## src/hw/rtl/kma_ram.sv

```systemverilog
module kma_ram #(
  parameter int WIDTH = 8,
  parameter int DEPTH = 16
) (
  input  logic                     clk,
  input  logic                     we,
  input  logic [$clog2(DEPTH)-1:0] waddr,
  input  logic [WIDTH-1:0]         wdata,
  input  logic [$clog2(DEPTH)-1:0] raddr,
  output logic [WIDTH-1:0]         rdata
);

  logic [WIDTH-1:0] mem [DEPTH];

  always_ff @(posedge clk) begin
    if (we) begin
      mem[waddr] <= wdata;
    end
    rdata <= mem[raddr];
  end

endmodule

```

## config.mk

```make
export PLATFORM = sky130hd
export DESIGN_NAME = kma_ram
export DESIGN_NICKNAME = d
export VERILOG_FILES = /design/src/hw/rtl/kma_ram.sv
export SDC_FILE = /design/constraint.sdc
export NUM_CORES = 1
export LEC_CHECK = 0
export BUFFER_PORTS_ARGS = -buffer_cell sky130_fd_sc_hd__buf_2
export CORE_MARGIN = 2
export CORE_UTILIZATION = 65
export CTS_CLUSTER_DIAMETER = 80
export CTS_CLUSTER_SIZE = 40
export DETAILED_ROUTE_END_ITERATION = 10
export HOLD_SLACK_MARGIN = 0.02
export PLACE_DENSITY = 0.84
export SLEW_MARGIN = 0
export SYNTH_ARGS = -nofsm -noshare
export SYNTH_HDL_FRONTEND = slang
export SYNTH_SLANG_ARGS = --single-unit
export TNS_END_PERCENT = 10
```

## constraint.sdc

```tcl
create_clock -name clk -period 2.9 [get_ports clk]
set_input_delay 0 -clock clk [delete_from_list [all_inputs] [get_ports clk]]
set_output_delay 0 -clock clk [all_outputs]
set_load 0.1 [all_outputs]
```

==> flow_summary.ini, run 1 <==
[outcome]
status = complete, no violations

[power_and_ir_drop]
power_mw = 4.58
power_frac_clock = 0.452
powerDensity_mw_per_mm2 = 759
comb_power_share = 0.065
p_switching_mw = 1.00
p_seq_frac = 0.483
vdd.ir_drop.worst_v = 0.000625
swShare = 0.219
internal_power_mw = 3.58
power_leakage_nw = 2.04

[route]
vias = 2526
drc = 0
drt_pre_antenna_iters = 5
drt_iter0_drc = 311
wl_per_cell_microns = 26.0
via_per_inst = 6.44
ant_nets = 0
drt_wl_total_microns = 10200

[global_routing]
grt-ovfl-total = 0
grt_pass1_vias = 2632
grt_pass1_wl_microns = 15300
track_usage = 0.266
antenna_found_initial = 0
grt_max_degree = 33

[placement]
globalplace.congestion = 0.761
io_buffer_count = 25
placed_area_sq_mm = 0.00538
dp_hpwl_microns = 5640
pre_cts_ws_ns = 1.34

[logic_synthesis]
synth-warning-count = 0
synthesis.nets = 247
async_flop_share = 0
netlist.area_leader.share = 0.747
synth_ff_type = edfxtp_1
synth.distinct_cells = 19
ys_top_cells_by_area = edfxtp_1 75%, mux4_2 7.9%, mux4_1 7.1%
yosysTopAreaCell = edfxtp_1
syn_area_per_cell_sq_um = 22.5
synth_edf_count = 128
seq_area_frac_synth = 0.778
syn-cell-area_sq_mm = 0.00515
post-synth-top-count-cell = edfxtp_1
syn_inst = 229
synth_seq_cells = 136
post_synth_most_frequent_cells = 128 x edfxtp_1, 18 x mux4_2, 16 x a22oi_1

[cts]
clockBufferDepth = 2
clk_latency_ns = 0.53
clkTransAtPathRegs_ns = 0.06
numCtsBuffers = 17
cts.sinks = 136
postCtsSetupRepairBufs = 0
cts_root_buf = clkbuf_8
cts_tree = built
htreeDepth = 4

[sta]
rsz0062_at_grt = no
skew_ns = 0.0109
relSlewSlack = 0.247
setup_viol = 0
finalSetupTns_ns = 0
hold_violations = 0
min_period_ns = 1.36
setup_slack_ns = 1.54
tightestPinTransition_ns = 1.13
fmax_mhz = 734
period_share = 0.470
drv_slew = 0

[worst_hold_path]
min_path_type = input port to flip-flop
hold_path_depth = 3

[floorplanning]
core_area_sq_mm = 0.00769
start_util = 0.670
dieArea_sq_mm = 0.00865
die_w_microns = 93.0
die_y_microns = 93.0
num_rows = 32
ios = 26

[cells_and_area]
diodes = 0
fillers = 385
stdcell_area_sq_mm = 0.00603
multi_input_area_sq_mm = 0.00106
seq_area_sq_mm = 0.00400
area_growth_syn_to_layout_pct = 17.2
final_nets = 296
post-route-util = 0.785
drive_above_1_share = 0.272

[critical_path]
cp_max_fo = 1
critPathKind = flip-flop to flip-flop
crit_path_end_kind = flip-flop
cp_data_required_time_ns = 3.30
cp-start-kind = flip-flop
cp.arrival_ns = 1.77
r2r_cells = 3

[flow_run]
cap_violations = 0
==> critical path, stage by stage, from the launching register on <==
cell	delay [ns]
edfxtp_1	0.36
mux4_1	0.51
a22oi_1	0.28
nand2_1	0.09
==> what timing repair did <==
item | 4_1_cts | 5_1_grt
hold buffers | 8 | 0
setup endpoints to repair | 0 | 0
hold endpoints to repair | 128 | 0
gates resized for setup | 0 | 0
==> power groups by stage <==
stage / combinational, mW / clock [mW] / sequential, mW
2_1_floorplan: 0.112 / 0 / 2.34
3_3_place_gp: 0.282 / 0 / 2.25
3_5_place_dp: 0.287 / 0 / 2.25
4_1_cts: 0.298 / 2.09 / 2.21
5_1_grt: 0.315 / 2.17 / 2.21
6_report: 0.298 / 2.07 / 2.21
==> cell usage in the layout, fill, tap and decap left out, types with 4 or more instances in the layout <==
cell type / instances
a22oi_1: 16
buf_2: 25
buf_4: 6
clkbuf_16: 16
clkinvlp_4: 4
dfxtp_1: 8
dlygate4sd3_1: 8
edfxtp_1: 128
mux4_1: 14
mux4_2: 18
nand2_1: 9
nor2_1: 13
nor3_1: 4
==> cell type report <==
type / count / share of cell area
Clock buffer: 17 / 0.0687
Sequential cell: 136 / 0.664
Clock inverter: 14 / 0.0263
Multi-Input combinational cell: 83 / 0.175
Tap cell: 102 / 0.0212
Timing Repair Buffer: 40 / 0.0448
==> final timing paths <==
path / start / endpoint / slack (ns)
min: waddr[0] / mem[4][4]$_DFFE_PP_ / 0.04
max: mem[1][2]$_DFFE_PP_ / rdata[2]$_DFF_P_ / 1.54
min reg2reg: mem[12][2]$_DFFE_PP_ / rdata[2]$_DFF_P_ / 0.69
max reg2reg: mem[1][2]$_DFFE_PP_ / rdata[2]$_DFF_P_ / 1.54
==> per-layer routing <==
metal	global-route usage	up-vias	wire, microns
met2	0.393	144	5080
met5	0	-	0
li1	-	1072	-
met1	0.381	1290	4100
met4	0.121	0	205
met3	0.0749	20	814
==> sequential cells by signal (all words and copies together) (netlist names) <==
signal / flops
mem: 128
rdata: 8
==> cells by family after synthesis <==
logic type / share of synthesized area
AND/OR/NAND/NOR: 0.0318
AO/OA/AOI/OAI: 0.0233
buffers and inverters: 0.0168
multiplexers: 0.150
flip-flops: 0.778
==> stage by stage <==
step / hold slack (ns) / cells
floorplan: 0.0989 / 229
finish: 0.0439 / 392
CTS: 0.0266 / 392
detailed placement: 0.397 / 353
global placement: 0.386 / 353
global route: 0.0405 / 392
No activity file was read; power rests on OpenSTA's default activity.
==> run 2: changes to the inputs <==
CORE_UTILIZATION = 54   (was 65)
PLACE_DENSITY = 0.74   (was 0.84)
clock period = 1.12 ns   (was 2.9 ns; I/O delays follow)
==> flow_summary.ini, run 2 (synthesis results as in run 1) <==
[cells_and_area]
area_growth_syn_to_layout_pct = 24.5
multi_input_area_sq_mm = 0.00109
drive_above_1_share = 0.403
final_nets = 318
layout_common_cells = 128 x edfxtp_1, 29 x mux4_2, 22 x buf_4
post-route-util = 0.693
final_common_cell = edfxtp_1
seq_area_sq_mm = 0.00401
fillers = 538
largest_reg_flops = 128
diodes = 0
max_flop_register = mem
reg_top3 = mem: 128 flops, rdata: 8 flops
stdcell_area_sq_mm = 0.00641

[outcome]
status = finished, violations left
failed_checks = negative setup slack

[global_routing]
antenna_found_initial = 0
grt_pass1_vias = 2734
grt_max_degree = 21
grt_pass1_wl_microns = 15800
grt-ovfl-total = 0
track_usage = 0.222

[sta]
setup_viol = 8
finalSetupTns_ns = -1.10
skew_ns = 0.00819
relSlewSlack = 0.320
rsz0062_at_grt = yes
min_period_ns = 1.30
drv_slew = 0
tightestPinTransition_ns = 1.02
hold_violations = 0
timing.hold.ws_ns = 0.0872
fmax_mhz = 769
setup_slack_ns = -0.181
period_share = 1.16

[route]
via_per_inst = 5.77
drc = 0
drt_wl_total_microns = 10200
vias = 2551
drt_iter0_drc = 216
drt_pre_antenna_iters = 4
wl_per_cell_microns = 23.0
ant_nets = 0

[flow_run]
cap_violations = 0

[cts]
cts_root_buf = clkbuf_8
cts_tree = built
clkTransAtPathRegs_ns = 0.05
clockBufferDepth = 2
numCtsBuffers = 17
clk_latency_ns = 0.51
cts.sinks = 136
htreeDepth = 4

[floorplanning]
start_util = 0.557
dieArea_sq_mm = 0.0103
die_y_microns = 102
die_w_microns = 102
ios = 26
num_rows = 35
core_area_sq_mm = 0.00924

[placement]
dp_hpwl_microns = 6310
io_buffer_count = 25
globalplace.congestion = 0.716
placed_area_sq_mm = 0.00564

[critical_path]
r2r_cells = 3
cp.arrival_ns = 1.68
critPathLaunch = mem[3][6]$_DFFE_PP_
reg2reg_to = rdata[6]$_DFF_P_
r2r_setup_slack_ns = -0.18
critPathKind = flip-flop to flip-flop
cp-start-kind = flip-flop
cp_data_required_time_ns = 1.50
crit_path_end_kind = flip-flop
r2r_start = mem[3][6]$_DFFE_PP_
cp_max_fo = 1

[worst_hold_path]
min_path_type = input port to flip-flop
hold_end = mem[0][1]$_DFFE_PP_
worstHoldStart = waddr[3]
hold_path_depth = 4

[power_and_ir_drop]
vdd.ir_drop.worst_v = 0.00112
power_leakage_nw = 2.16
powerDensity_mw_per_mm2 = 1860
-- run 2: area by class of cell --
type	count	share of cell area
Clock buffer	21	0.0670
Clock inverter	11	0.0205
Tap cell	129	0.0252
Sequential cell	136	0.626
Multi-Input combinational cell	83	0.170
Timing Repair Buffer	62	0.0912
-- run 2: worst max-delay path by stage --
stage                               end  slack, ns  depth (start not counted)
finish                 rdata[6]$_DFF_P_      -0.18                          3
global route           rdata[6]$_DFF_P_      -0.22                          3
CTS                    rdata[0]$_DFF_P_      -0.16                          3
detailed placement     rdata[0]$_DFF_P_      -0.31                          5
global placement       rdata[2]$_DFF_P_      -0.26                          5
floorplan           mem[8][0]$_DFFE_PP_      -0.07                          2
-- run 2: timing repair --
action / CTS / global route
gates cloned: 0 / 0
endpoints found under the setup margin: 15 / 29
hold buffers: 10 / 0
setup buffers: 0 / 0
pin swaps: 9 / 2
hold endpoints to repair: 136 / 0
gates resized for setup: 40 / 11
-- run 2: per-layer routing --
metal | global-route usage | part of all wire
met4 | 0.119 | 0.027
met1 | 0.298 | 0.40
met2 | 0.337 | 0.50
met3 | 0.0587 | 0.079
met5 | 0 | 0
-- run 2: through the flow --
step / total power, mW / setup slack, ns / std cells
2_1_floorplan: 6.36 / -0.0723 / 229
3_3_place_gp: 6.62 / -0.263 / 400
3_5_place_dp: 6.65 / -0.313 / 400
4_1_cts: 12.0 / -0.160 / 442
5_1_grt: 12.2 / -0.217 / 442
6_report: 11.9 / -0.181 / 442
-- run 2: worst max-delay path: stages, from the launching register on --
cell,delay (ns)
edfxtp_1,0.39
mux4_2,0.50
a22oi_2,0.19
nand2_1,0.09
-- run 2: power by group --
part / internal, mW / total [mW] / switching (mW)
registers: 5.70 / 5.75 / 0.0564
clock network: 3.35 / 5.23 / 1.88
logic: 0.375 / 0.945 / 0.570
==> run 3: changes to the inputs <==
CTS_BUF_LIST = sky130_fd_sc_hd__clkbuf_16   (was default)
PLACE_DENSITY = default   (was 0.74)
PLACE_DENSITY_LB_ADDON = 0.15   (was default)
==> flow_summary.ini, run 3 (synthesis results as in run 1) <==
[outcome]
status = finished, violations left
failed_checks = negative setup slack

[cells_and_area]
max_flop_register = mem
final_common_cell = edfxtp_1
area_growth_syn_to_layout_pct = 23.3
seq_area_sq_mm = 0.00400
multi_input_area_sq_mm = 0.00106
drive_above_1_share = 0.399
diodes = 0
largest_reg_flops = 128
reg_top3 = mem: 128 flops, rdata: 8 flops
post-route-util = 0.687
fillers = 597
final_nets = 318
layout_common_cells = 128 x edfxtp_1, 32 x buf_4, 30 x mux4_2

[floorplanning]
core_area_sq_mm = 0.00924
start_util = 0.557
ios = 26
die_w_microns = 102
die_y_microns = 102
dieArea_sq_mm = 0.0103
num_rows = 35

[sta]
setup_viol = 8
drv_slew = 0
relSlewSlack = 0.421
rsz0062_at_grt = yes
fmax_mhz = 777
period_share = 1.15
min_period_ns = 1.29
tightestPinTransition_ns = 0.866
timing.hold.ws_ns = 0.138
skew_ns = 0.00875
setup_slack_ns = -0.167
hold_violations = 0

[power_and_ir_drop]
internal_power_mw = 9.55
comb_power_share = 0.071
power_leakage_nw = 2.15
vdd.ir_drop.worst_v = 0.00105
p_seq_frac = 0.466
powerDensity_mw_per_mm2 = 1930
p_switching_mw = 2.73
power_mw = 12.3
swShare = 0.223
power_frac_clock = 0.463

[cts]
cts_root_buf = clkbuf_16
cts_tree = built
htreeDepth = 4
clkTransAtPathRegs_ns = 0.06
clk_latency_ns = 0.41
clockBufferDepth = 2
postCtsSetupRepairBufs = 0
numCtsBuffers = 17
cts.sinks = 136

[placement]
dp_hpwl_microns = 5990
io_buffer_count = 25
globalplace.congestion = 0.726
pre_cts_ws_ns = -0.332

[route]
ant_nets = 0
drt_wl_total_microns = 9530
drt_iter0_drc = 154
vias = 2470
drc = 0
drt_pre_antenna_iters = 4
via_per_inst = 5.59
wl_per_cell_microns = 21.6

[global_routing]
grt_pass1_vias = 2480
grt-busiest-layer = met1
track_usage = 0.203
grt-ovfl-total = 0
antenna_found_initial = 0
grt_max_degree = 23
gr-usage-met2 = 0.293
grt_pass1_wl_microns = 14400
grt_use_met3 = 0.0538
use_met1 = 0.301

[critical_path]
cp_data_required_time_ns = 1.41
cp.arrival_ns = 1.58
cp_max_fo = 1
cp_cell_sequence = mux4_2 -> a22oi_2 -> nand2_1
crit_path_max_incr_delay_ns = 0.48
cp-start-kind = flip-flop
critPathKind = flip-flop to flip-flop
slowest_stage = mux4_2
crit_path_end_kind = flip-flop

[worst_hold_path]
min_path_type = input port to flip-flop

[flow_run]
cap_violations = 0
run 3: changes by cell type in the layout (fill, tap and decap cells not counted), sizes merged:
cell,previous run,this run
clkinvlp,2,3
clkinv,6,3
buf,52,54
dlygate4sd3,10,8
clkbuf,21,17
inv,0,6
run 3: repair_timing:
action | in CTS | in global routing
endpoints found under the hold margin | 128 | 0
gates resized for setup | 24 | 4
endpoints found under the setup margin | 16 | 8
hold buffers | 8 | 0
pin swaps | 6 | 4
run 3: power groups by stage:
stage | Clock, mW | Sequential, mW | Combinational, mW
2_1_floorplan | 0 | 6.07 | 0.291
3_3_place_gp | 0 | 5.82 | 0.796
3_5_place_dp | 0 | 5.83 | 0.806
4_1_cts | 5.79 | 5.72 | 0.872
5_1_grt | 6.01 | 5.73 | 0.921
6_report | 5.69 | 5.72 | 0.870
run 3: cell type report:
type | instances | area share
tap | 129 | 0.0254
clock inverter | 15 | 0.0298
sequential | 136 | 0.631
multi-input combinational | 83 | 0.168
clock buffer | 17 | 0.0670
timing repair buffer | 62 | 0.0796
run 3: per-layer routing:
layer,up-vias,share of wire,wire [microns]
met3,13,0.043,408
met4,0,0.012,119
met1,1279,0.46,4430
li1,1109,-,-
met5,-,0,0
met2,69,0.48,4570
run 3: metrics by stage:
| stage | cells | setup TNS (ns) | instance area [sq um] |
|---|---|---|---|
| after floorplan | 229 | -2.72 | 5160 |
| after global placement | 402 | -3.28 | 5640 |
| after detailed placement | 402 | -4.49 | 5640 |
| after CTS | 442 | -1.10 | 6350 |
| after global routing | 442 | -1.45 | 6350 |
| final | 442 | -1.09 | 6350 |
run 3: worst paths after layout:
path                        startpoint             endpoint  slack [ns]  cells past startpoint
hold / removal                waddr[1]  mem[0][2]$_DFFE_PP_        0.14                      3
hold reg to reg   mem[14][6]$_DFFE_PP_     rdata[6]$_DFF_P_        0.67                      3
setup reg to reg   mem[0][2]$_DFFE_PP_     rdata[2]$_DFF_P_       -0.17                      3
setup / recovery   mem[0][2]$_DFFE_PP_     rdata[2]$_DFF_P_       -0.17                      3
run 3: critical path: cells and delay by family (launching register included):
family           cells  cell delay [ns]
multiplexers         1             0.48
flip-flops           1             0.37
AND/OR/NAND/NOR      1             0.08
AO/OA/AOI/OAI        1             0.23
