**src/hw/rtl/kma_div.sv**
```systemverilog
// Restoring divider for the rounded average: q = (mag + cnt/2) / cnt,
// one quotient bit per cycle.
module kma_div (
  input  logic        clk,
  input  logic        rst,
  input  logic        start,
  input  logic [27:0] dividend,
  input  logic [15:0] divisor,
  output logic        done,
  output logic [27:0] quotient
);

  logic [27:0] rem;
  logic [4:0]  bits;
  logic        busy;
  logic [16:0] trial;

  assign trial = {rem[15:0], quotient[27]} - {1'b0, divisor};

  always_ff @(posedge clk) begin
    if (rst) begin
      busy <= 1'b0;
      done <= 1'b0;
    end else begin
      done <= 1'b0;
      if (start) begin
        busy     <= 1'b1;
        bits     <= 5'd28;
        rem      <= '0;
        quotient <= dividend;
      end else if (busy) begin
        if (!trial[16]) begin
          rem      <= {12'd0, trial[15:0]};
          quotient <= {quotient[26:0], 1'b1};
        end else begin
          rem      <= {rem[26:0], quotient[27]};
          quotient <= {quotient[26:0], 1'b0};
        end
        bits <= bits - 5'd1;
        if (bits == 5'd1) begin
          busy <= 1'b0;
          done <= 1'b1;
        end
      end
    end
  end

endmodule

```
**config.mk**
```make
export PLATFORM = sky130hd
export DESIGN_NAME = kma_div
export DESIGN_NICKNAME = d
export VERILOG_FILES = /design/src/hw/rtl/kma_div.sv
export SDC_FILE = /design/constraint.sdc
export NUM_CORES = 1
export LEC_CHECK = 0
export BUFFER_PORTS_ARGS = -buffer_cell sky130_fd_sc_hd__clkbuf_2
export CAP_MARGIN = 20
export CORE_AREA = 2 2 82 142
export CTS_BUF_LIST = sky130_fd_sc_hd__clkbuf_4
export DETAILED_ROUTE_END_ITERATION = 7
export DIE_AREA = 0 0 84 144
export GPL_ROUTABILITY_DRIVEN = 1
export HOLD_SLACK_MARGIN = 0.08
export PLACE_DENSITY = 0.5
export SLEW_MARGIN = 20
export SYNTH_ARGS = -nofsm -noshare
export SYNTH_HDL_FRONTEND = slang
export SYNTH_SLANG_ARGS = --single-unit
```
**constraint.sdc**
```tcl
create_clock -name clk -period 3.1 [get_ports clk]
set_input_delay 0.155 -clock clk [delete_from_list [all_inputs] [get_ports clk]]
set_output_delay 0.155 -clock clk [all_outputs]
set_load 0.02 [all_outputs]
```
==> load_flow_metrics.sql, run 1 <==
INSERT INTO impl_metrics (metric_group, metric, value, unit) VALUES
('global_route', 'antenna_found_initial', '0', ''),
('routing', 'drt.antenna.violating_nets', '0', ''),
('critical_path', 'timing.critical_path.fanout_max', '19', ''),
('global_route', 'grt_overflow_total', '0', ''),
('logic_synthesis', 'synth-edff-count', '49', ''),
('worst_hold_path', 'holdCritPathClass', 'input port to flip-flop', ''),
('clock_tree', 'worstSkewPairLatency', '0.39', 'ns'),
('floorplanning', 'die_width', '84', 'µm'),
('logic_synthesis', 'netlist_instances', '288', ''),
('routing', 'route.detailed.drc', '0', ''),
('critical_path', 'critical_path_depth', '9', ''),
('critical_path', 'worst_path_dominant_cell_family', 'compound AO/OA/AOI/OAI gates', ''),
('timing', 'fmax', '350.7', 'MHz'),
('timing', 'timing.final.max_slew_violations', '0', ''),
('clock_tree', 'clk_pin_slew_worst_setup_hold_paths', '0.18', 'ns'),
('logic_synthesis', 'yosysTopAreaCell', 'edfxtp_1', ''),
('power', 'ir_drop', '0.3290', 'mV'),
('critical_path', 'endpoint_kind', 'flip-flop', ''),
('power', 'power.density', '442.6', 'mW/mm²'),
('place', 'post-place-ws', '0.2477', 'ns'),
('timing', 'setup-tns-final', '0', 'ns'),
('timing', 'relSlewSlack', '55.81', '%'),
('outcome', 'outcome', 'complete, no violations', ''),
('routing', 'detail_route.first_pass.iterations', '4', ''),
('final_layout', 'fillerInstances', '1107', ''),
('logic_synthesis', 'yosys.cell_types.count', '53', ''),
('clock_tree', 'ctsLongestPathBuffers', '2', ''),
('critical_path', 'timing.critical_path.from_type', 'flip-flop', ''),
('critical_path', 'crit_start', 'quotient[27]$_DFFE_PP_', ''),
('logic_synthesis', 'postSynth.topFlopCell', 'edfxtp_1', ''),
('routing', 'detailroute.via_count', '2655', ''),
('place', 'gp_congestion', '0.7996', ''),
('critical_path', 'critical_path.reg2reg.endpoint', 'rem[10]$_SDFFCE_PP0P_', ''),
('critical_path', 'worst_setup_path_type', 'flip-flop to flip-flop', ''),
('logic_synthesis', 'synth.yosys.warnings', '0', ''),
('clock_tree', 'numClockSinks', '51', ''),
('critical_path', 'r2r-start', 'quotient[27]$_DFFE_PP_', ''),
('timing', 'clock_skew', '0.01326', 'ns'),
('place', 'io_buffer_count', '75', ''),
('timing', 'max_slew.worst_pin.slew', '0.6628', 'ns'),
('clock_tree', 'numCtsBuffers', '5', ''),
('floorplanning', 'core-area', '0.01104', 'mm²'),
('final_layout', 'n_antenna_cell', '0', ''),
('timing', 'setup_ws', '0.2487', 'ns'),
('global_route', 'grt_start_max_net_pins', '50', ''),
('critical_path', 'setup.worst_path.end', 'rem[10]$_SDFFCE_PP0P_', ''),
('routing', 'drtIter0Drc', '136', ''),
('logic_synthesis', 'sequential_to_total_area_share_from_yosys_stat', '47.10', '%'),
('critical_path', 'largest_stage_delay_worst_path', '0.53', 'ns'),
('global_route', 'grt_pass1_wl', '13460', 'µm'),
('final_layout', 'num-nets-final', '461', ''),
('critical_path', 'cell_seen_most_often_among_critical_path_stages', 'a21oi_1', ''),
('routing', 'wl', '7988', 'µm'),
('final_layout', 'syn_to_final_growth', '27.45', '%'),
('timing', 'rsz0062_at_grt', 'false', ''),
('clock_tree', 'htree_num_levels', '2', ''),
('logic_synthesis', 'synthTopCellsByArea', 'edfxtp_1, mux2_2, ha_1, a21oi_1, o21ai_0', ''),
('power', 'leakagePower', '1.745', 'nW'),
('logic_synthesis', 'synth_nets', '354', ''),
('floorplanning', 'die-area', '0.01210', 'mm²'),
('place', 'total_half_perimeter_wirelength_after_legalization_and_detailed_placement', '5741', 'µm'),
('floorplanning', 'io_pins', '76', ''),
('critical_path', 'reg2reg_setup_slack', '0.25', 'ns'),
('floorplanning', 'num_rows', '51', ''),
('routing', 'avgRoutedWirePerCell', '15.13', 'µm'),
('logic_synthesis', 'ys_seq_elements', '51', ''),
('critical_path', 'arrival', '3.09', 'ns'),
('timing', 'report.final.setup_viol', '0', ''),
('final_layout', 'layout-drive-gt1-share', '32.58', '%'),
('global_route', 'total_grt_usage', '13.70', '%'),
('timing', 'finalCritPeriodShare', '91.98', '%');
==> cell usage after synthesis, drive strengths merged (5+ instances only) <==
cell type  number
a211oi          5
a21o           12
a21oi          27
buf             7
edfxtp         49
ha             18
inv            21
mux2           27
nand2           5
nand2b          6
nand3          10
nor2           13
nor3            6
o21ai          24
xnor2           6
==> cell families (layout without fill, tap and decap cells) <==
kind of cell    Yosys count  after routing  share of synthesized area [%]
flops                    51             51                          47.10
compound gates           92             92                          19.10
xor+xnor                  8              8                          2.183
buf+inv                  31            139                          4.405
simple gates             60             60                          10.10
fa+ha+maj                19             19                          7.641
mux                      27             27                          9.474
==> per-stage QoR <==
stage	total power, mW	cells	hold slack [ns]	cell area, µm²	util (%)
2_1_floorplan	1.289	288	0.2278	3209	-
3_3_place_gp	1.450	491	0.3792	3740	33.88
3_5_place_dp	1.457	491	0.3927	3740	33.88
4_1_cts	1.830	528	0.1704	4090	37.05
5_1_grt	1.919	528	0.2005	4090	37.05
6_report	1.810	528	0.1836	4090	37.05
==> metal layers <==
metal | track usage [%] | vias up | wire length [µm] | part of all wire [%]
li1 | - | 1305 | - | -
met1 | 14.48 | 1255 | 3012 | 38
met2 | 26.36 | 81 | 4406 | 55
met3 | 2.797 | 14 | 391 | 4.9
met4 | 5.263 | 0 | 178 | 2.2
met5 | 0 | - | 0 | 0
==> worst register-to-register path: cells and delay by family (launching register included) <==
| kind | cells | cell delay, ns |
|---|---|---|
| adders and majority gates | 2 | 0.57 |
| AOI/OAI and AO/OA | 4 | 0.93 |
| DFF | 1 | 0.40 |
| buffers and inverters | 1 | 0.05 |
| and+or+nand+nor | 2 | 0.74 |
==> sequential cells by signal (all words and copies together), names as in the netlist <==
name,cells
bits,5
busy,1
done,1
quotient,28
rem,16
==> worst min-delay path by stage <==
stage,from,end,slack (ns),cells after the start
CTS,divisor[0],rem[0]$_SDFFCE_PP0P_,0.17,3
detailed placement,rst,busy$_SDFF_PP0_,0.39,2
global route,divisor[0],rem[0]$_SDFFCE_PP0P_,0.20,3
global placement,rst,busy$_SDFF_PP0_,0.38,2
floorplan,rst,busy$_SDFF_PP0_,0.23,1
finish,divisor[0],rem[0]$_SDFFCE_PP0P_,0.18,3
==> timing repair <==
action                    in CTS  in global routing
resized for setup              0                  0
hold endpoints to repair      29                  0
hold buffers                  29                  0
buffers inserted               0                  0
==> cell usage in the layout (no fill, tap or decap), drive strengths merged, types with 6 or more instances in the layout <==
cell type and count:
mux2 27, ha 18, xnor2 6, a21oi 27
nand2b 6, nor3 6, a21o 12, o21ai 24
clkbuf 80, edfxtp 49, dlygate4sd3 29, buf 6
nor2 13, nand3 10, inv 23
==> power breakdown <==
part	internal [mW]	switching (mW)	leakage, nW
sequential	0.831	0.0287	0.485
combinational	0.268	0.339	1.22
clock	0.0939	0.250	0.0360
==> area by class of cell <==
cell class / count / area [µm²] / share of cell area (%)
clock buffers: 5 / 37.54 / 0.9177
flip-flops and latches: 51 / 1511 / 36.95
inverters: 21 / 78.83 / 1.927
multi-input cells: 206 / 1564 / 38.24
well taps: 132 / 165.2 / 4.038
repair buffers: 110 / 710.7 / 17.38
clock inverters: 3 / 22.52 / 0.5506
(Power assumes the default switching activity.)
==> run 2, diff against run 1 <==
CORE_AREA = 2 2 64 111   (was 2 2 82 142)
DIE_AREA = 0 0 66 113   (was 0 0 84 144)
PLACE_DENSITY = 0.76   (was 0.5)
REMOVE_ABC_BUFFERS = 1   (was unset)
==> run 2 against run 1 <==
Against the previous run: register-to-register slack gained 0.02 ns; sequential power hardly changed; routed wire length grew 1.7%; fmax up 0.82%; critical path type unchanged; critical path depth unchanged; worst setup slack improved by 0.023 ns; worst hold slack gained 0.0030 ns; first-iteration DRC count fell by 18%.
==> load_flow_metrics.sql, run 2 (same netlist as run 1, synthesis figures left out) <==
INSERT INTO impl_metrics (metric_group, metric, value, unit) VALUES
('place', 'total_half_perimeter_wirelength_after_legalization_and_detailed_placement', '5331', 'µm'),
('global_route', 'total_grt_usage', '22.87', '%'),
('clock_tree', 'numCtsBuffers', '5', ''),
('timing', 'relSlewSlack', '62.90', '%'),
('place', 'io_buffer_count', '75', ''),
('clock_tree', 'ctsLongestPathBuffers', '2', ''),
('timing', 'max_slew.worst_pin.slew', '0.5565', 'ns'),
('floorplanning', 'fp.dieH', '113', 'µm'),
('timing', 'timing.final.max_slew_violations', '0', ''),
('floorplanning', 'die-area', '0.007458', 'mm²'),
('final_layout', 'largest_register_by_flop_count', 'quotient', ''),
('critical_path', 'timing.critical_path.from_type', 'flip-flop', ''),
('floorplanning', 'start_util', '49.08', '%'),
('final_layout', 'final-instance-count-excl-fill', '477', ''),
('critical_path', 'worst_setup_path_type', 'flip-flop to flip-flop', ''),
('job', 'max-cap-violations', '0', ''),
('place', 'count_of_placed_standard_cells_including_taps', '440', ''),
('power', 'seqPwrFrac', '46.0', '%'),
('power', 'ir_drop', '0.3906', 'mV'),
('final_layout', 'num-nets-final', '460', ''),
('power', 'leakagePower', '1.748', 'nW'),
('floorplanning', 'die_width', '66', 'µm'),
('final_layout', 'fillerInstances', '535', ''),
('place', 'gp_congestion', '0.8668', ''),
('power', 'p_comb_share', '32.4', '%'),
('timing', 'minimum_clock_period', '2.828', 'ns'),
('critical_path', 'timing.critical_path.fanout_max', '19', ''),
('routing', 'drtIter0Drc', '112', ''),
('power', 'power.density', '464.2', 'mW/mm²'),
('global_route', 'grt_overflow_total', '0', ''),
('routing', 'route.detailed.drc', '0', ''),
('timing', 'rsz0062_at_grt', 'false', ''),
('final_layout', 'n_antenna_cell', '0', ''),
('clock_tree', 'postCtsSetupBuffers', '0', ''),
('timing', 'clock_skew', '0.01615', 'ns'),
('routing', 'detailroute.via_count', '2685', ''),
('final_layout', 'syn_to_final_growth', '25.89', '%'),
('floorplanning', 'core-area', '0.006539', 'mm²'),
('routing', 'wl', '8127', 'µm'),
('critical_path', 'cell_seen_most_often_among_critical_path_stages', 'a21oi_1', ''),
('global_route', 'grt_pass1_wl', '13080', 'µm'),
('clock_tree', 'clk_pin_slew_worst_setup_hold_paths', '0.16', 'ns'),
('clock_tree', 'cts.root.buffer_cell', 'clkbuf_4', ''),
('routing', 'avgRoutedWirePerCell', '17.04', 'µm'),
('final_layout', 'flip_flop_count_of_the_largest_register_after_layout', '28', ''),
('global_route', 'grt_start_max_net_pins', '49', ''),
('power', 'power.share.clock', '21.6', '%'),
('clock_tree', 'worstSkewPairLatency', '0.40', 'ns'),
('routing', 'detail_route.first_pass.iterations', '4', ''),
('floorplanning', 'io_pins', '76', ''),
('routing', 'avgViaCountPerCell', '5.629', ''),
('floorplanning', 'num_rows', '39', ''),
('power', 'total_switching_power', '610.4', 'µW'),
('clock_tree', 'cts_hold_buffers', '29', ''),
('power', 'intPower', '1.265', 'mW'),
('critical_path', 'largest_stage_delay_worst_path', '0.53', 'ns'),
('clock_tree', 'tritoncts', 'built', ''),
('power', 'sw_frac_of_total', '32.54', '%'),
('final_layout', 'area_of_the_multi_input_gates', '0.001564', 'mm²'),
('clock_tree', 'post_cts.resized_instances', '0', ''),
('final_layout', 'highest_count_cells_in_the_layout_ignoring_fill_and_taps', 'clkbuf_2, edfxtp_1, dlygate4sd3_1', ''),
('timing', 'finalCritPeriodShare', '91.23', '%'),
('global_route', 'grt_pass1_vias', '2922', ''),
('critical_path', 'worst_path_max_delay_cell', 'or4b_1', ''),
('critical_path', 'endpoint_kind', 'flip-flop', ''),
('final_layout', 'layout-drive-gt1-share', '32.15', '%'),
('global_route', 'antenna_found_initial', '0', ''),
('final_layout', 'seq_area', '0.001511', 'mm²'),
('final_layout', 'layout.cells.most_common', 'clkbuf_2', ''),
('clock_tree', 'htree_num_levels', '2', ''),
('timing', 'setup-tns-final', '0', 'ns'),
('critical_path', 'crit_path_cell_trace', 'inv_1, ha_1, fa_1, nand2b_1, a21oi_1, o21ai_0, a21o_2, or4b_1, a21oi_1', ''),
('timing', 'final_hold_violating_endpoints', '0', ''),
('routing', 'drt.antenna.violating_nets', '0', ''),
('clock_tree', 'numClockSinks', '51', ''),
('timing', 'report.final.setup_viol', '0', ''),
('worst_hold_path', 'holdCritPathClass', 'input port to flip-flop', ''),
('critical_path', 'timing.critical_path.required', '3.36', 'ns'),
('final_layout', 'layout_top_registers', 'quotient: 28 flops, rem: 16 flops, bits: 5 flops', ''),
('outcome', 'outcome', 'complete, no violations', ''),
('timing', 'fmax', '353.6', 'MHz'),
('critical_path', 'arrival', '3.09', 'ns');
==> run 2: cell types whose count changed in the layout (fill, tap and decap cells not counted) <==
cell,delta
buf_4,-1
bufinv_16,+1
clkinv_1,+1
clkinv_2,-1
inv_6,-1
==> run 2: worst max-delay path: cells and delay by family (launching register included) <==
family | cells | cell delay, ns
buffers and inverters | 1 | 0.06
adders and majority gates | 2 | 0.57
AOI/OAI and AO/OA | 4 | 0.91
and+or+nand+nor | 2 | 0.74
DFF | 1 | 0.42
==> run 2: layout make-up <==
cell class,instances,area share (%)
clock inverter,3,1.053
tap,82,2.539
sequential,51,37.41
inverter,21,1.951
clock buffer,5,0.9291
timing repair buffer,109,17.40
multi-input combinational,206,38.71
==> run 2: routing by layer <==
| layer | wire length [µm] | track usage, % |
|---|---|---|
| met2 | 4415 | 42.36 |
| met4 | 239 | 10.34 |
| met3 | 393 | 4.274 |
| met5 | 0 | 0 |
| met1 | 3078 | 24.25 |
==> run 2: through the flow <==
stage / cell area (µm²) / setup slack (ns) / hold WS [ns] / util [%] / total power [mW]
after floorplan: 3147 / 0.2181 / 0.2278 / - / 1.268
after detailed placement: 3670 / 0.3603 / 0.3938 / 56.12 / 1.441
final: 4040 / 0.2720 / 0.1866 / 61.79 / 1.876
after global routing: 4040 / 0.1198 / 0.2070 / 61.79 / 1.969
after global placement: 3670 / 0.4267 / 0.3849 / 56.12 / 1.424
after CTS: 4040 / 0.3235 / 0.1608 / 61.79 / 1.867
==> run 2: final timing paths <==
| check | startpoint | endpoint | slack (ns) | cells after the start |
|---|---|---|---|---|
| max | quotient[27]$_DFFE_PP_ | rem[10]$_SDFFCE_PP0P_ | 0.27 | 9 |
| min | start | busy$_SDFF_PP0_ | 0.19 | 3 |
| min reg2reg | busy$_SDFF_PP0_ | done$_SDFF_PP0_ | 0.55 | 1 |
| max reg2reg | quotient[27]$_DFFE_PP_ | rem[10]$_SDFFCE_PP0P_ | 0.27 | 9 |
==> run 2: power by group through the flow <==
stage / sequential, mW / combinational (mW) / clock (mW)
2_1_floorplan: 0.901 / 0.368 / 0
3_3_place_gp: 0.874 / 0.550 / 0
3_5_place_dp: 0.876 / 0.566 / 0
4_1_cts: 0.861 / 0.598 / 0.408
5_1_grt: 0.869 / 0.666 / 0.433
6_report: 0.863 / 0.608 / 0.405
==> run 3, diff against run 2 <==
REMOVE_ABC_BUFFERS = unset   (was 1)
SETUP_SLACK_MARGIN = 0.5   (was unset)
==> run 3 against run 2 <==
Against the previous run: global-route usage is 0.89 points lower; total power is 1.1% lower; combinational power up 10%; clock skew fell by 0.0011 ns; critical path type unchanged; highest routed layer unchanged; sequential power barely moved; clock power decreased by 21%; register-to-register slack better by 0.27 ns; worst hold slack improved by 0.030 ns; design area rose by 3.3%.
==> load_flow_metrics.sql, run 3 (same netlist as run 1, synthesis figures left out) <==
INSERT INTO impl_metrics (metric_group, metric, value, unit) VALUES
('outcome', 'outcome', 'complete, no violations', ''),
('timing', 'final_hold_violating_endpoints', '0', ''),
('worst_hold_path', 'holdCritPathClass', 'input port to flip-flop', ''),
('power', 'intPower', '1.224', 'mW'),
('timing', 'minimum_clock_period', '2.554', 'ns'),
('power', 'leakagePower', '1.771', 'nW'),
('critical_path', 'critical_path_buf_inv_count', '0', ''),
('critical_path', 'worst_setup_path_type', 'flip-flop to flip-flop', ''),
('power', 'power.density', '444.2', 'mW/mm²'),
('global_route', 'grt_overflow_total', '0', ''),
('clock_tree', 'htree_num_levels', '2', ''),
('timing', 'max_slew.worst_pin.slew', '0.6344', 'ns'),
('clock_tree', 'cts.root.buffer_cell', 'clkbuf_4', ''),
('worst_hold_path', 'worst_hold_startpoint', 'divisor[0]', ''),
('routing', 'detailroute.via_count', '2768', ''),
('timing', 'clock_skew', '0.01505', 'ns'),
('critical_path', 'largest_stage_delay_worst_path', '0.54', 'ns'),
('clock_tree', 'numCtsBuffers', '5', ''),
('critical_path', 'crit_path_cell_trace', 'ha_4, a21o_1, o21a_2, a21boi_4, o31a_4, or4b_4, a21oi_2', ''),
('critical_path', 'critical_path.reg2reg.endpoint', 'rem[10]$_SDFFCE_PP0P_', ''),
('clock_tree', 'tritoncts', 'built', ''),
('power', 'sw_frac_of_total', '34.00', '%'),
('global_route', 'grt_pass1_vias', '2788', ''),
('power', 'p_comb_share', '36.1', '%'),
('timing', 'timing.final.max_slew_violations', '0', ''),
('critical_path', 'timing.critical_path.from_type', 'flip-flop', ''),
('global_route', 'grt_pass1_wl', '12690', 'µm'),
('final_layout', 'flip_flop_count_of_the_largest_register_after_layout', '28', ''),
('routing', 'route.detailed.drc', '0', ''),
('final_layout', 'largest_register_by_flop_count', 'quotient', ''),
('place', 'io_buffer_count', '75', ''),
('final_layout', 'layout_top_registers', 'quotient: 28 flops, rem: 16 flops, bits: 5 flops', ''),
('critical_path', 'r2r-start', 'rem[6]$_SDFFCE_PP0P_', ''),
('global_route', 'total_grt_usage', '21.98', '%'),
('floorplanning', 'start_util', '49.08', '%'),
('critical_path', 'worst_path_dominant_cell_family', 'compound AO/OA/AOI/OAI gates', ''),
('final_layout', 'syn_to_final_growth', '30.10', '%'),
('final_layout', 'n_antenna_cell', '0', ''),
('timing', 'finalCritPeriodShare', '82.39', '%'),
('critical_path', 'timing.critical_path.fanout_max', '4', ''),
('routing', 'detail_route.first_pass.iterations', '4', ''),
('routing', 'avgViaCountPerCell', '5.731', ''),
('power', 'ir_drop', '0.4170', 'mV'),
('clock_tree', 'clk_pin_slew_worst_setup_hold_paths', '0.16', 'ns'),
('routing', 'wl', '8032', 'µm'),
('floorplanning', 'io_pins', '76', ''),
('final_layout', 'layout.cells.most_common', 'clkbuf_2', ''),
('floorplanning', 'core-area', '0.006539', 'mm²'),
('floorplanning', 'die_width', '66', 'µm'),
('job', 'max-cap-violations', '0', ''),
('routing', 'drt.antenna.violating_nets', '0', ''),
('timing', 'rsz0062_at_grt', 'false', ''),
('power', 'power.share.clock', '17.3', '%'),
('final_layout', 'area_of_the_multi_input_gates', '0.001677', 'mm²'),
('final_layout', 'fin_area', '0.004175', 'mm²'),
('routing', 'avgRoutedWirePerCell', '16.63', 'µm'),
('timing', 'relSlewSlack', '57.70', '%'),
('power', 'total_switching_power', '630.6', 'µW'),
('critical_path', 'endpoint_kind', 'flip-flop', ''),
('final_layout', 'layout-drive-gt1-share', '37.16', '%'),
('final_layout', 'highest_count_cells_in_the_layout_ignoring_fill_and_taps', 'clkbuf_2, edfxtp_1, dlygate4sd3_1', ''),
('power', 'seqPwrFrac', '46.6', '%'),
('place', 'total_half_perimeter_wirelength_after_legalization_and_detailed_placement', '5115', 'µm'),
('floorplanning', 'die-area', '0.007458', 'mm²'),
('floorplanning', 'fp.dieH', '113', 'µm'),
('timing', 'fmax', '391.5', 'MHz'),
('critical_path', 'worst_path_max_delay_cell', 'or4b_4', ''),
('final_layout', 'fillerInstances', '514', ''),
('final_layout', 'seq_area', '0.001511', 'mm²'),
('routing', 'drtIter0Drc', '219', ''),
('final_layout', 'num-nets-final', '466', ''),
('floorplanning', 'num_rows', '39', ''),
('global_route', 'antenna_found_initial', '0', ''),
('critical_path', 'timing.critical_path.required', '3.36', 'ns'),
('clock_tree', 'ctsLongestPathBuffers', '2', ''),
('critical_path', 'reg2reg_setup_slack', '0.55', 'ns'),
('worst_hold_path', 'min_delay_path_depth', '3', ''),
('place', 'gp_congestion', '0.8642', ''),
('critical_path', 'arrival', '2.81', 'ns'),
('timing', 'setup-tns-final', '0', 'ns'),
('clock_tree', 'worstSkewPairLatency', '0.39', 'ns'),
('worst_hold_path', 'hold-path-endpoint', 'rem[0]$_SDFFCE_PP0P_', ''),
('place', 'placedInstanceArea', '0.003666', 'mm²'),
('clock_tree', 'numClockSinks', '51', ''),
('timing', 'report.final.setup_viol', '0', ''),
('critical_path', 'reg2reg_depth', '7', ''),
('global_route', 'grt_start_max_net_pins', '50', '');
-- run 3: cell type report --
type,count,area share (%)
sequential,51,36.20
inverter,21,1.888
clock inverter,3,0.4795
tap,82,2.457
multi-input combinational,206,40.16
timing repair buffer,115,17.92
clock buffer,5,0.8990
-- run 3: stage by stage --
step	util, %	power, mW	std cells	hold slack, ns	worst slack [ns]
floorplan	-	1.289	288	0.2278	0.5039
CTS	62.30	1.809	482	0.2049	0.5234
global placement	56.07	1.425	439	0.3899	0.4501
finish	63.85	1.855	483	0.2163	0.5460
global route	63.85	1.952	483	0.2085	0.4888
detailed placement	56.07	1.436	439	0.4000	0.3807
-- run 3: repair_timing --
action | in CTS | in global routing
gates resized for setup | 4 | 16
gates cloned | 0 | 0
hold buffers | 29 | 0
setup endpoints to repair | 8 | 17
pin swaps | 2 | 3
buffers inserted | 6 | 1
endpoints found under the hold margin | 29 | 0
-- run 3: power by group through the flow --
stage	Clock [mW]	Combinational (mW)	Sequential [mW]
2_1_floorplan	0	0.390	0.899
3_3_place_gp	0	0.550	0.875
3_5_place_dp	0	0.560	0.876
4_1_cts	0.326	0.622	0.862
5_1_grt	0.351	0.731	0.870
6_report	0.320	0.670	0.864
-- run 3: worst max path at each step --
stage | cells after the start | endpoint | from
after floorplan | 9 | rem[10]$_SDFFCE_PP0P_ | quotient[27]$_DFFE_PP_
after global placement | 9 | rem[10]$_SDFFCE_PP0P_ | quotient[27]$_DFFE_PP_
after detailed placement | 9 | rem[10]$_SDFFCE_PP0P_ | quotient[27]$_DFFE_PP_
after CTS | 9 | rem[10]$_SDFFCE_PP0P_ | quotient[27]$_DFFE_PP_
after global routing | 7 | rem[10]$_SDFFCE_PP0P_ | rem[6]$_SDFFCE_PP0P_
final | 7 | rem[10]$_SDFFCE_PP0P_ | rem[6]$_SDFFCE_PP0P_
-- run 3: worst reg2reg max path: stages (launching register included) --
cell and delay, ns:
edfxtp_1 0.47, ha_4 0.25, a21o_1 0.24, o21a_2 0.25
a21boi_4 0.15, o31a_4 0.39, or4b_4 0.54, a21oi_2 0.13
-- run 3: routing by layer --
metal	global-route usage, %	share of wire (%)	vias up
met5	0	0	-
met4	7.891	2.6	0
met3	5.070	5.1	18
met2	40.34	55	106
met1	24.01	38	1324
li1	-	-	1320
